### config.mk
export PLATFORM = sky130hd
export DESIGN_NAME = sha256_byte_stream_hasher_flat
export DESIGN_NICKNAME = d
export VERILOG_FILES = /design/src/rtl/shab_pkg.sv /design/src/rtl/shab_ifs.sv /design/src/rtl/sha256_byte_stream_hasher.sv /design/src/flat_wrapper.sv
export VERILOG_INCLUDE_DIRS = /design/src /design/src/rtl
export SDC_FILE = /design/constraint.sdc
export NUM_CORES = 2
export LEC_CHECK = 0
export BUFFER_PORTS_ARGS = -buffer_cell sky130_fd_sc_hd__buf_4
export CAP_MARGIN = 30
export CORE_ASPECT_RATIO = 1.2
export CORE_MARGIN = 5
export CORE_UTILIZATION = 40
export CTS_CLUSTER_DIAMETER = 50
export DETAILED_ROUTE_END_ITERATION = 7
export GPL_ROUTABILITY_DRIVEN = 0
export PLACE_DENSITY = 0.6
export SLEW_MARGIN = 20
export SYNTH_ARGS = -nofsm -noshare
export SYNTH_HDL_FRONTEND = slang
export SYNTH_SLANG_ARGS = --single-unit
### constraint.sdc
create_clock -name i_clk -period 72.5 [get_ports i_clk]
set_input_delay 10.875 -clock i_clk [delete_from_list [all_inputs] [get_ports i_clk]]
set_output_delay 10.875 -clock i_clk [all_outputs]
set_load 0.005 [all_outputs]
### src/rtl/sha256_byte_stream_hasher_defines.svh
// Assertion macros for the SHA-256 byte stream hasher
`ifndef SHA256_BYTE_STREAM_HASHER_DEFINES_SVH
`define SHA256_BYTE_STREAM_HASHER_DEFINES_SVH
`ifndef SYNTHESIS
`define SHAB_ASSERT_IMPL(label, clk, rst_n, a, b) \
    label: assert property (@(posedge clk) disable iff (!rst_n) (a) |-> (b)) \
        else $error("assertion failed");
`define SHAB_ASSERT_NEXT(label, clk, rst_n, a, b) \
    label: assert property (@(posedge clk) disable iff (!rst_n) (a) |=> (b)) \
        else $error("assertion failed");
`else
`define SHAB_ASSERT_IMPL(label, clk, rst_n, a, b)
`define SHAB_ASSERT_NEXT(label, clk, rst_n, a, b)
`endif
`endif

### src/rtl/shab_pkg.sv
`timescale 1ns / 1ps
// ----------------------------------------------------------------------------
// shab_pkg
// Types, round constants and functions of the SHA-256 byte stream hasher.
// ----------------------------------------------------------------------------
package shab_pkg;

    typedef enum logic [2:0] {
        ST_IDLE,
        ST_LOAD,
        ST_ROUND,
        ST_FINAL,
        ST_OUT
    } t_state;

    localparam logic [7:0] PAD_MARK   = 8'h80;
    localparam logic [6:0] BLOCK_FULL = 7'd64;
    localparam logic [5:0] LENGTH_POS = 6'd56;

    function automatic logic [31:0] ror(input logic [31:0] v, input int amt);
        ror = (v >> amt) | (v << (32 - amt));
    endfunction

    function automatic logic [31:0] big_sig0(input logic [31:0] v);
        big_sig0 = ror(v, 2) ^ ror(v, 13) ^ ror(v, 22);
    endfunction

    function automatic logic [31:0] big_sig1(input logic [31:0] v);
        big_sig1 = ror(v, 6) ^ ror(v, 11) ^ ror(v, 25);
    endfunction

    function automatic logic [31:0] small_sig0(input logic [31:0] v);
        small_sig0 = ror(v, 7) ^ ror(v, 18) ^ (v >> 3);
    endfunction

    function automatic logic [31:0] small_sig1(input logic [31:0] v);
        small_sig1 = ror(v, 17) ^ ror(v, 19) ^ (v >> 10);
    endfunction

    function automatic logic [31:0] init_hash(input logic [2:0] i);
        case (i)
            3'd0: init_hash = 32'h6a09e667;
            3'd1: init_hash = 32'hbb67ae85;
            3'd2: init_hash = 32'h3c6ef372;
            3'd3: init_hash = 32'ha54ff53a;
            3'd4: init_hash = 32'h510e527f;
            3'd5: init_hash = 32'h9b05688c;
            3'd6: init_hash = 32'h1f83d9ab;
            default: init_hash = 32'h5be0cd19;
        endcase
    endfunction

    function automatic logic [31:0] round_k(input logic [5:0] i);
        case (i)
            6'd0:  round_k = 32'h428a2f98; 6'd1:  round_k = 32'h71374491;
            6'd2:  round_k = 32'hb5c0fbcf; 6'd3:  round_k = 32'he9b5dba5;
            6'd4:  round_k = 32'h3956c25b; 6'd5:  round_k = 32'h59f111f1;
            6'd6:  round_k = 32'h923f82a4; 6'd7:  round_k = 32'hab1c5ed5;
            6'd8:  round_k = 32'hd807aa98; 6'd9:  round_k = 32'h12835b01;
            6'd10: round_k = 32'h243185be; 6'd11: round_k = 32'h550c7dc3;
            6'd12: round_k = 32'h72be5d74; 6'd13: round_k = 32'h80deb1fe;
            6'd14: round_k = 32'h9bdc06a7; 6'd15: round_k = 32'hc19bf174;
            6'd16: round_k = 32'he49b69c1; 6'd17: round_k = 32'hefbe4786;
            6'd18: round_k = 32'h0fc19dc6; 6'd19: round_k = 32'h240ca1cc;
            6'd20: round_k = 32'h2de92c6f; 6'd21: round_k = 32'h4a7484aa;
            6'd22: round_k = 32'h5cb0a9dc; 6'd23: round_k = 32'h76f988da;
            6'd24: round_k = 32'h983e5152; 6'd25: round_k = 32'ha831c66d;
            6'd26: round_k = 32'hb00327c8; 6'd27: round_k = 32'hbf597fc7;
            6'd28: round_k = 32'hc6e00bf3; 6'd29: round_k = 32'hd5a79147;
            6'd30: round_k = 32'h06ca6351; 6'd31: round_k = 32'h14292967;
            6'd32: round_k = 32'h27b70a85; 6'd33: round_k = 32'h2e1b2138;
            6'd34: round_k = 32'h4d2c6dfc; 6'd35: round_k = 32'h53380d13;
            6'd36: round_k = 32'h650a7354; 6'd37: round_k = 32'h766a0abb;
            6'd38: round_k = 32'h81c2c92e; 6'd39: round_k = 32'h92722c85;
            6'd40: round_k = 32'ha2bfe8a1; 6'd41: round_k = 32'ha81a664b;
            6'd42: round_k = 32'hc24b8b70; 6'd43: round_k = 32'hc76c51a3;
            6'd44: round_k = 32'hd192e819; 6'd45: round_k = 32'hd6990624;
            6'd46: round_k = 32'hf40e3585; 6'd47: round_k = 32'h106aa070;
            6'd48: round_k = 32'h19a4c116; 6'd49: round_k = 32'h1e376c08;
            6'd50: round_k = 32'h2748774c; 6'd51: round_k = 32'h34b0bcb5;
            6'd52: round_k = 32'h391c0cb3; 6'd53: round_k = 32'h4ed8aa4a;
            6'd54: round_k = 32'h5b9cca4f; 6'd55: round_k = 32'h682e6ff3;
            6'd56: round_k = 32'h748f82ee; 6'd57: round_k = 32'h78a5636f;
            6'd58: round_k = 32'h84c87814; 6'd59: round_k = 32'h8cc70208;
            6'd60: round_k = 32'h90befffa; 6'd61: round_k = 32'ha4506ceb;
            6'd62: round_k = 32'hbef9a3f7; default: round_k = 32'hc67178f2;
        endcase
    endfunction

endpackage

### src/rtl/shab_ifs.sv
`timescale 1ns / 1ps
// ----------------------------------------------------------------------------
// shab_in_if / shab_out_if
// Valid/ready channels for message bytes and digest words.
// ----------------------------------------------------------------------------
interface shab_in_if;
    logic       valid;
    logic       ready;
    logic [7:0] data_byte;
    logic       byte_present;
    logic       end_of_message;
    modport source (output valid, data_byte, byte_present, end_of_message, input ready);
    modport sink   (input valid, data_byte, byte_present, end_of_message, output ready);
endinterface

interface shab_out_if;
    logic        valid;
    logic        ready;
    logic [31:0] digest_word;
    logic [2:0]  word_index;
    logic        last_word;
    modport source (output valid, digest_word, word_index, last_word, input ready);
    modport sink   (input valid, digest_word, word_index, last_word, output ready);
endinterface

### src/rtl/sha256_byte_stream_hasher.sv
`timescale 1ns / 1ps
// A byte that does not fill a block is only stored; a full block runs the round
// loop: a load step, 64 rounds and a chain update.
// At the end of a message one or two more blocks run the loop, then 8 digest words.
// Bytes are taken only in IDLE: no byte is accepted while a block is hashed or the digest is out.
// Reset (synchronous, active low): initial hash values, empty block, length 0.
// ----------------------------------------------------------------------------
// sha256_byte_stream_hasher
// Byte-wide SHA-256 with the block kept in a 16x32 word memory.
// ----------------------------------------------------------------------------
`include "sha256_byte_stream_hasher_defines.svh"

module sha256_byte_stream_hasher (
    input  logic i_clk,
    input  logic i_rst_n,
    shab_in_if.sink    i_in,
    shab_out_if.source o_out
);

    shab_pkg::t_state r_state, n_state;

    logic [31:0] r_mem [16];
    logic [31:0] r_rdata;
    logic [3:0]  rd_addr;

    logic [31:0] r_chain [8];
    logic [31:0] r_v [8];
    logic [31:0] r_w [16];
    logic [5:0]  r_t;
    logic [5:0]  r_fill;
    logic [63:0] r_bits;
    logic        r_pad, r_mark, r_len, r_pend_end;
    logic [2:0]  r_oidx;

    logic        in_acc, out_acc;
    logic [6:0]  fill_inc;
    logic [31:0] word_in, wt, t1, t2;

    assign in_acc  = i_in.valid && i_in.ready;
    assign out_acc = o_out.valid && o_out.ready;
    assign fill_inc = {1'b0, r_fill} + 7'd1;

    assign i_in.ready        = (r_state == shab_pkg::ST_IDLE);
    assign o_out.valid       = (r_state == shab_pkg::ST_OUT);
    assign o_out.digest_word = r_chain[r_oidx];
    assign o_out.word_index  = r_oidx;
    assign o_out.last_word   = (r_oidx == 3'd7);

    assign rd_addr = (r_state == shab_pkg::ST_ROUND) ? (r_t[3:0] + 4'd1) : 4'd0;

    // block memory: byte writes, registered word read
    always_ff @(posedge i_clk) begin
        if (in_acc && i_in.byte_present) begin
            r_mem[r_fill[5:2]][{~r_fill[1:0], 3'b000} +: 8] <= i_in.data_byte;
        end
        r_rdata <= r_mem[rd_addr];
    end

    // padding applied on the fly as words leave the memory
    always_comb begin
        logic [5:0] p;
        for (int k = 0; k < 4; k++) begin
            p = {r_t[3:0], 2'(k)};
            if (!r_pad || p < r_fill) begin
                word_in[(3 - k) * 8 +: 8] = r_rdata[(3 - k) * 8 +: 8];
            end else if (r_mark && p == r_fill) begin
                word_in[(3 - k) * 8 +: 8] = shab_pkg::PAD_MARK;
            end else begin
                word_in[(3 - k) * 8 +: 8] = 8'h00;
            end
        end
        if (r_len && r_t[3:0] == 4'd14) begin
            word_in = r_bits[63:32];
        end else if (r_len && r_t[3:0] == 4'd15) begin
            word_in = r_bits[31:0];
        end
    end

    assign wt = (r_t < 6'd16) ? word_in
              : shab_pkg::small_sig1(r_w[14]) + r_w[9]
                + shab_pkg::small_sig0(r_w[1]) + r_w[0];
    assign t1 = r_v[7] + shab_pkg::big_sig1(r_v[4])
              + ((r_v[4] & r_v[5]) ^ (~r_v[4] & r_v[6]))
              + shab_pkg::round_k(r_t) + wt;
    assign t2 = shab_pkg::big_sig0(r_v[0])
              + ((r_v[0] & r_v[1]) ^ (r_v[0] & r_v[2]) ^ (r_v[1] & r_v[2]));

    always_comb begin
        n_state = r_state;
        unique case (r_state)
            shab_pkg::ST_IDLE: begin
                if (in_acc) begin
                    if (i_in.byte_present && fill_inc == shab_pkg::BLOCK_FULL) begin
                        n_state = shab_pkg::ST_LOAD;
                    end else if (i_in.end_of_message) begin
                        n_state = shab_pkg::ST_LOAD;
                    end
                end
            end
            shab_pkg::ST_LOAD:  n_state = shab_pkg::ST_ROUND;
            shab_pkg::ST_ROUND: begin
                if (r_t == 6'd63) begin
                    n_state = shab_pkg::ST_FINAL;
                end
            end
            shab_pkg::ST_FINAL: begin
                if (r_len) begin
                    n_state = shab_pkg::ST_OUT;
                end else if (r_pad || r_pend_end) begin
                    n_state = shab_pkg::ST_LOAD;
                end else begin
                    n_state = shab_pkg::ST_IDLE;
                end
            end
            shab_pkg::ST_OUT: begin
                if (out_acc && r_oidx == 3'd7) begin
                    n_state = shab_pkg::ST_IDLE;
                end
            end
            default: n_state = shab_pkg::ST_IDLE;
        endcase
    end

    always_ff @(posedge i_clk) begin
        if (!i_rst_n) begin
            r_state <= shab_pkg::ST_IDLE;
        end else begin
            r_state <= n_state;
        end
    end

    always_ff @(posedge i_clk) begin
        if (!i_rst_n) begin
            for (int i = 0; i < 8; i++) begin
                r_chain[i] <= shab_pkg::init_hash(3'(i));
            end
            r_fill     <= '0;
            r_bits     <= '0;
            r_pad      <= 1'b0;
            r_mark     <= 1'b0;
            r_len      <= 1'b0;
            r_pend_end <= 1'b0;
            r_oidx     <= '0;
            r_t        <= '0;
        end else begin
            unique case (r_state)
                shab_pkg::ST_IDLE: begin
                    if (in_acc) begin
                        r_pend_end <= 1'b0;
                        r_pad      <= 1'b0;
                        r_mark     <= 1'b0;
                        r_len      <= 1'b0;
                        if (i_in.byte_present) begin
                            r_bits <= r_bits + 64'd8;
                            r_fill <= fill_inc[5:0];
                        end
                        if (i_in.byte_present && fill_inc == shab_pkg::BLOCK_FULL) begin
                            r_pend_end <= i_in.end_of_message;
                        end else if (i_in.end_of_message) begin
                            r_pad  <= 1'b1;
                            r_mark <= 1'b1;
                            r_len  <= (i_in.byte_present ? fill_inc[5:0] : r_fill)
                                      < shab_pkg::LENGTH_POS;
                        end
                    end
                end
                shab_pkg::ST_LOAD: begin
                    r_t <= '0;
                    for (int i = 0; i < 8; i++) begin
                        r_v[i] <= r_chain[i];
                    end
                end
                shab_pkg::ST_ROUND: begin
                    r_t <= r_t + 6'd1;
                    for (int i = 0; i < 15; i++) begin
                        r_w[i] <= r_w[i + 1];
                    end
                    r_w[15] <= wt;
                    r_v[7] <= r_v[6];
                    r_v[6] <= r_v[5];
                    r_v[5] <= r_v[4];
                    r_v[4] <= r_v[3] + t1;
                    r_v[3] <= r_v[2];
                    r_v[2] <= r_v[1];
                    r_v[1] <= r_v[0];
                    r_v[0] <= t1 + t2;
                end
                shab_pkg::ST_FINAL: begin
                    for (int i = 0; i < 8; i++) begin
                        r_chain[i] <= r_chain[i] + r_v[i];
                    end
                    r_oidx <= '0;
                    if (!r_len) begin
                        if (r_pad) begin
                            // mark block spilled past the length field: length-only block
                            r_mark <= 1'b0;
                            r_fill <= '0;
                            r_len  <= 1'b1;
                        end else if (r_pend_end) begin
                            r_pend_end <= 1'b0;
                            r_pad      <= 1'b1;
                            r_mark     <= 1'b1;
                            r_len      <= 1'b1;
                        end
                    end
                end
                shab_pkg::ST_OUT: begin
                    if (out_acc) begin
                        r_oidx <= r_oidx + 3'd1;
                        if (r_oidx == 3'd7) begin
                            for (int i = 0; i < 8; i++) begin
                                r_chain[i] <= shab_pkg::init_hash(3'(i));
                            end
                            r_fill <= '0;
                            r_bits <= '0;
                            r_pad  <= 1'b0;
                            r_mark <= 1'b0;
                            r_len  <= 1'b0;
                        end
                    end
                end
                default: ;
            endcase
        end
    end

    `SHAB_ASSERT_IMPL(a_no_overlap, i_clk, i_rst_n, o_out.valid, !i_in.ready)
    `SHAB_ASSERT_NEXT(a_round_end, i_clk, i_rst_n,
        (r_state == shab_pkg::ST_ROUND) && (r_t == 6'd63), r_state == shab_pkg::ST_FINAL)
    `SHAB_ASSERT_NEXT(a_digest_done, i_clk, i_rst_n,
        out_acc && o_out.last_word, (r_bits == 64'd0) && (r_fill == 6'd0))

endmodule

### src/flat_wrapper.sv
// flat-port wrapper written by rule: the top's interface ports become plain ports
module sha256_byte_stream_hasher_flat 
  (i_clk, i_rst_n, i_in_valid, i_in_data_byte, i_in_byte_present, i_in_end_of_message, i_in_ready, o_out_valid, o_out_digest_word, o_out_word_index, o_out_last_word, o_out_ready);
  shab_in_if i_in_i ();
  shab_out_if o_out_i ();
  input  logic i_clk;
  input  logic i_rst_n;
  input wire logic [$bits(i_in_i.valid)-1:0] i_in_valid;
  input wire logic [$bits(i_in_i.data_byte)-1:0] i_in_data_byte;
  input wire logic [$bits(i_in_i.byte_present)-1:0] i_in_byte_present;
  input wire logic [$bits(i_in_i.end_of_message)-1:0] i_in_end_of_message;
  output wire logic [$bits(i_in_i.ready)-1:0] i_in_ready;
  output wire logic [$bits(o_out_i.valid)-1:0] o_out_valid;
  output wire logic [$bits(o_out_i.digest_word)-1:0] o_out_digest_word;
  output wire logic [$bits(o_out_i.word_index)-1:0] o_out_word_index;
  output wire logic [$bits(o_out_i.last_word)-1:0] o_out_last_word;
  input wire logic [$bits(o_out_i.ready)-1:0] o_out_ready;
  assign i_in_i.valid = i_in_valid;
  assign i_in_i.data_byte = i_in_data_byte;
  assign i_in_i.byte_present = i_in_byte_present;
  assign i_in_i.end_of_message = i_in_end_of_message;
  assign i_in_ready = i_in_i.ready;
  assign o_out_valid = o_out_i.valid;
  assign o_out_digest_word = o_out_i.digest_word;
  assign o_out_word_index = o_out_i.word_index;
  assign o_out_last_word = o_out_i.last_word;
  assign o_out_i.ready = o_out_ready;
  sha256_byte_stream_hasher u_core (.i_clk(i_clk), .i_rst_n(i_rst_n), .i_in(i_in_i), .o_out(o_out_i));
endmodule
==> impl_metrics.yaml <==
drt:
  wire_per_inst_um: 23.4
  final_antenna_net_count: 0
  route.detailed.drc: 0
  drtIter0Drc: 5850
  routed_wl_um: 259000
  viasPerCell: 5.66
  num_vias: 62500
  firstDrtPassIters: 7
yosys:
  synth-edff-count: 1408
  synth_cell_types: 93
  synth_warnings: 0
  syn_inst: 7962
  synth_area_leaders: "edfxtp_1 (47%), dfxtp_1 (6.2%), ha_1 (5.6%)"
  yosysTopAreaCell: "edfxtp_1"
  synth.cell_area_um2: 90300
  synth_common_cells: "edfxtp_1 (1408), nand2_1 (1212), a21oi_1 (462), nor2_1 (414), ha_1 (404)"
  synth.avg_cell_area_um2: 11.3
  syn_nets: 8575
  synth_ff_type: "edfxtp_1"
  yosysSeqAreaShare_pct: 53.0
  synth_top_area_share_pct: 46.8
  ys_ff_latch: 1686
  async_reset_ff_share_pct: 0
  synth_most_common_cell: "edfxtp_1"
floorplan:
  core.rowCount: 191
  dieArea_um2: 235000
  fp.dieH_um: 531
  io_pins: 52
  start_util_pct: 40.1
  die_x_um: 444
  core_area_um2: 225000
cts:
  cts_resized: 0
  cts-root-buf: "clkbuf_16"
  ctsLongestPathBuffers: 3
  cts_tree: "done"
  cts_hold_buf: 0
  clkTransAtPathRegs_ns: 0.06
  cts.sinks: 1686
  worstSkewPairLatency_ns: 0.86
  htreeDepth: 4
  postCtsSetupBuffers: 0
  numCtsBuffers: 184
sta:
  finClkSkew_ns: 0.0671
  timing.fmax_mhz: 68.9
  finalMaxSlewViolations: 0
  setup_violations: 0
  worst_slew_pin_slew_ns: 1.09
  worst_slack_ns: 57.98
  holdWs_ns: 0.410
  layout_min_cycle_time_ns: 14.52
  rsz0062_at_grt: "false"
  min_period_over_period_pct: 20.0
  maxSlewHeadroom_pct: 26.7
  hold_viol: 0
  tns_ns: 0
critical_path:
  critPathArrivalTime_ns: 3.64
  path_max_fanout: 31
  startpoint_type: "flop"
  cp-end-kind: "output pin"
  reg2reg_depth: 37
  r2r-end: "u_core.r_v[0][31]"
  r2r_setup_slack_ns: 61.75
  reg2reg_from: "u_core.r_w[0][37]"
  crit_type: "flop to output pin"
  crit_required_ns: 61.63
grt:
  grt_max_degree: 136
  grt_pass1_wl_um: 384000
  grt_overflow_total: 0
  antenna_found_initial: 14
  grt_usage_pct: 21.3
  grt_pass1_vias: 60100
placement:
  dp_slack_ns: 57.40
  dp_hpwl_um: 184000
  io_buffer_count: 51
min_path:
  min_to: "u_core.r_w[1][194]"
  holdPathStages: 0
  worstHoldStart: "u_core.r_w[1][226]"
  hold_path.class: "flop to flop"
job:
  cap_violations: 0
layout:
  fill_cells: 20700
  nets: 8511
  drive_above_1_share_pct: 8.16
  utilization_pct: 44.6
  syn_to_final_growth_pct: 11.0
  area.sequential_um2: 47900
  multiInputGateArea_um2: 39800
status:
  status: "finished, final reports clean"
-- worst max-delay path by stage --
stage,to,from,cells after the start
after floorplan,u_core.r_v[0][0],i_rst_n,4
after global placement,flop,i_rst_n,10
after detailed placement,flop,i_rst_n,10
after CTS,o_out_digest_word[28],flop,4
after global routing,o_out_digest_word[28],flop,5
final,o_out_digest_word[27],flop,5
-- worst max-delay path, cell delays in order (launching register included) --
cell     delay [ns]
dfxtp_4        0.51
buf_16         0.26
buf_4          0.66
mux4_2         0.69
mux2_2         0.39
buf_4          0.17
-- through the flow --
stage,instances,area (um2)
global placement,10700,93700
floorplan,7962,90300
global route,11100,100000
finish,11100,100000
detailed placement,10700,93800
CTS,11000,100000
-- layout by cell type, fill, tap and decap left out, drive strengths merged, types with 55 or more instances in the layout --
cell type,Yosys,routed
edfxtp,1408,1408
nand2,1212,1212
a21oi,465,465
nor2,415,415
ha,404,404
o21ai,400,400
xnor2,384,384
inv,355,373
dfxtp,278,278
xor2,238,238
clkbuf,354,225
fa,195,195
a21o,167,167
nand3,158,158
buf,39,141
a211oi,140,140
mux2i,134,134
and2,121,121
nor3,114,114
mux4,97,97
a31oi,87,87
clkinv,3,85
o211ai,68,68
mux2,62,62
nand2b,58,58
o21a,55,55
-- state kept, by name, summed over array words and instances, names as in the netlist, 3 cells and up, named ones only --
name / flops
u_core.o_out.word_index: 3
u_core.r_bits: 61
u_core.r_chain: 256
u_core.r_fill: 6
u_core.r_mem: 512
u_core.r_rdata: 32
u_core.r_state: 3
u_core.r_t: 6
u_core.r_v: 256
u_core.r_w: 512
-- final cells by class --
| cell class | instances | share of cell area, % |
|---|---|---|
| clock buffers | 223 | 4.86 |
| inverters | 358 | 1.35 |
| clock inverters | 126 | 1.43 |
| multi-input cells | 5525 | 39.7 |
| repair buffers | 143 | 1.23 |
| flip-flops and latches | 1686 | 47.7 |
| well taps | 2991 | 3.73 |
| diodes | 3 | 0.00748 |
-- metal layers --
metal / GRT usage, % / up-vias / routed length, um / share of wire [%]
li1: - / 28700 / - / -
met1: 28.7 / 30800 / 109000 / 42
met2: 34.7 / 2557 / 120000 / 46
met3: 3.26 / 520 / 18300 / 7.1
met4: 8.54 / 2 / 11700 / 4.5
met5: 0 / - / 13 / 0.0050
-- cell families (layout without fill, tap and decap cells) --
logic type      count (synthesis)  after routing  synth area share, %
compound gates               1680           1680                 11.8
mux                           293            293                 4.68
other cells                     0              3                    0
simple gates                 2311           2311                 11.2
xor+xnor                      623            623                 6.06
flops                        1686           1686                 53.0
fa+ha+maj                     618            618                 10.1
buf+inv                       751            850                 3.12
Power is left out: the tool's default activity adds up to more than one toggle a clock period on the data nets, which glitch-free logic cannot reach.
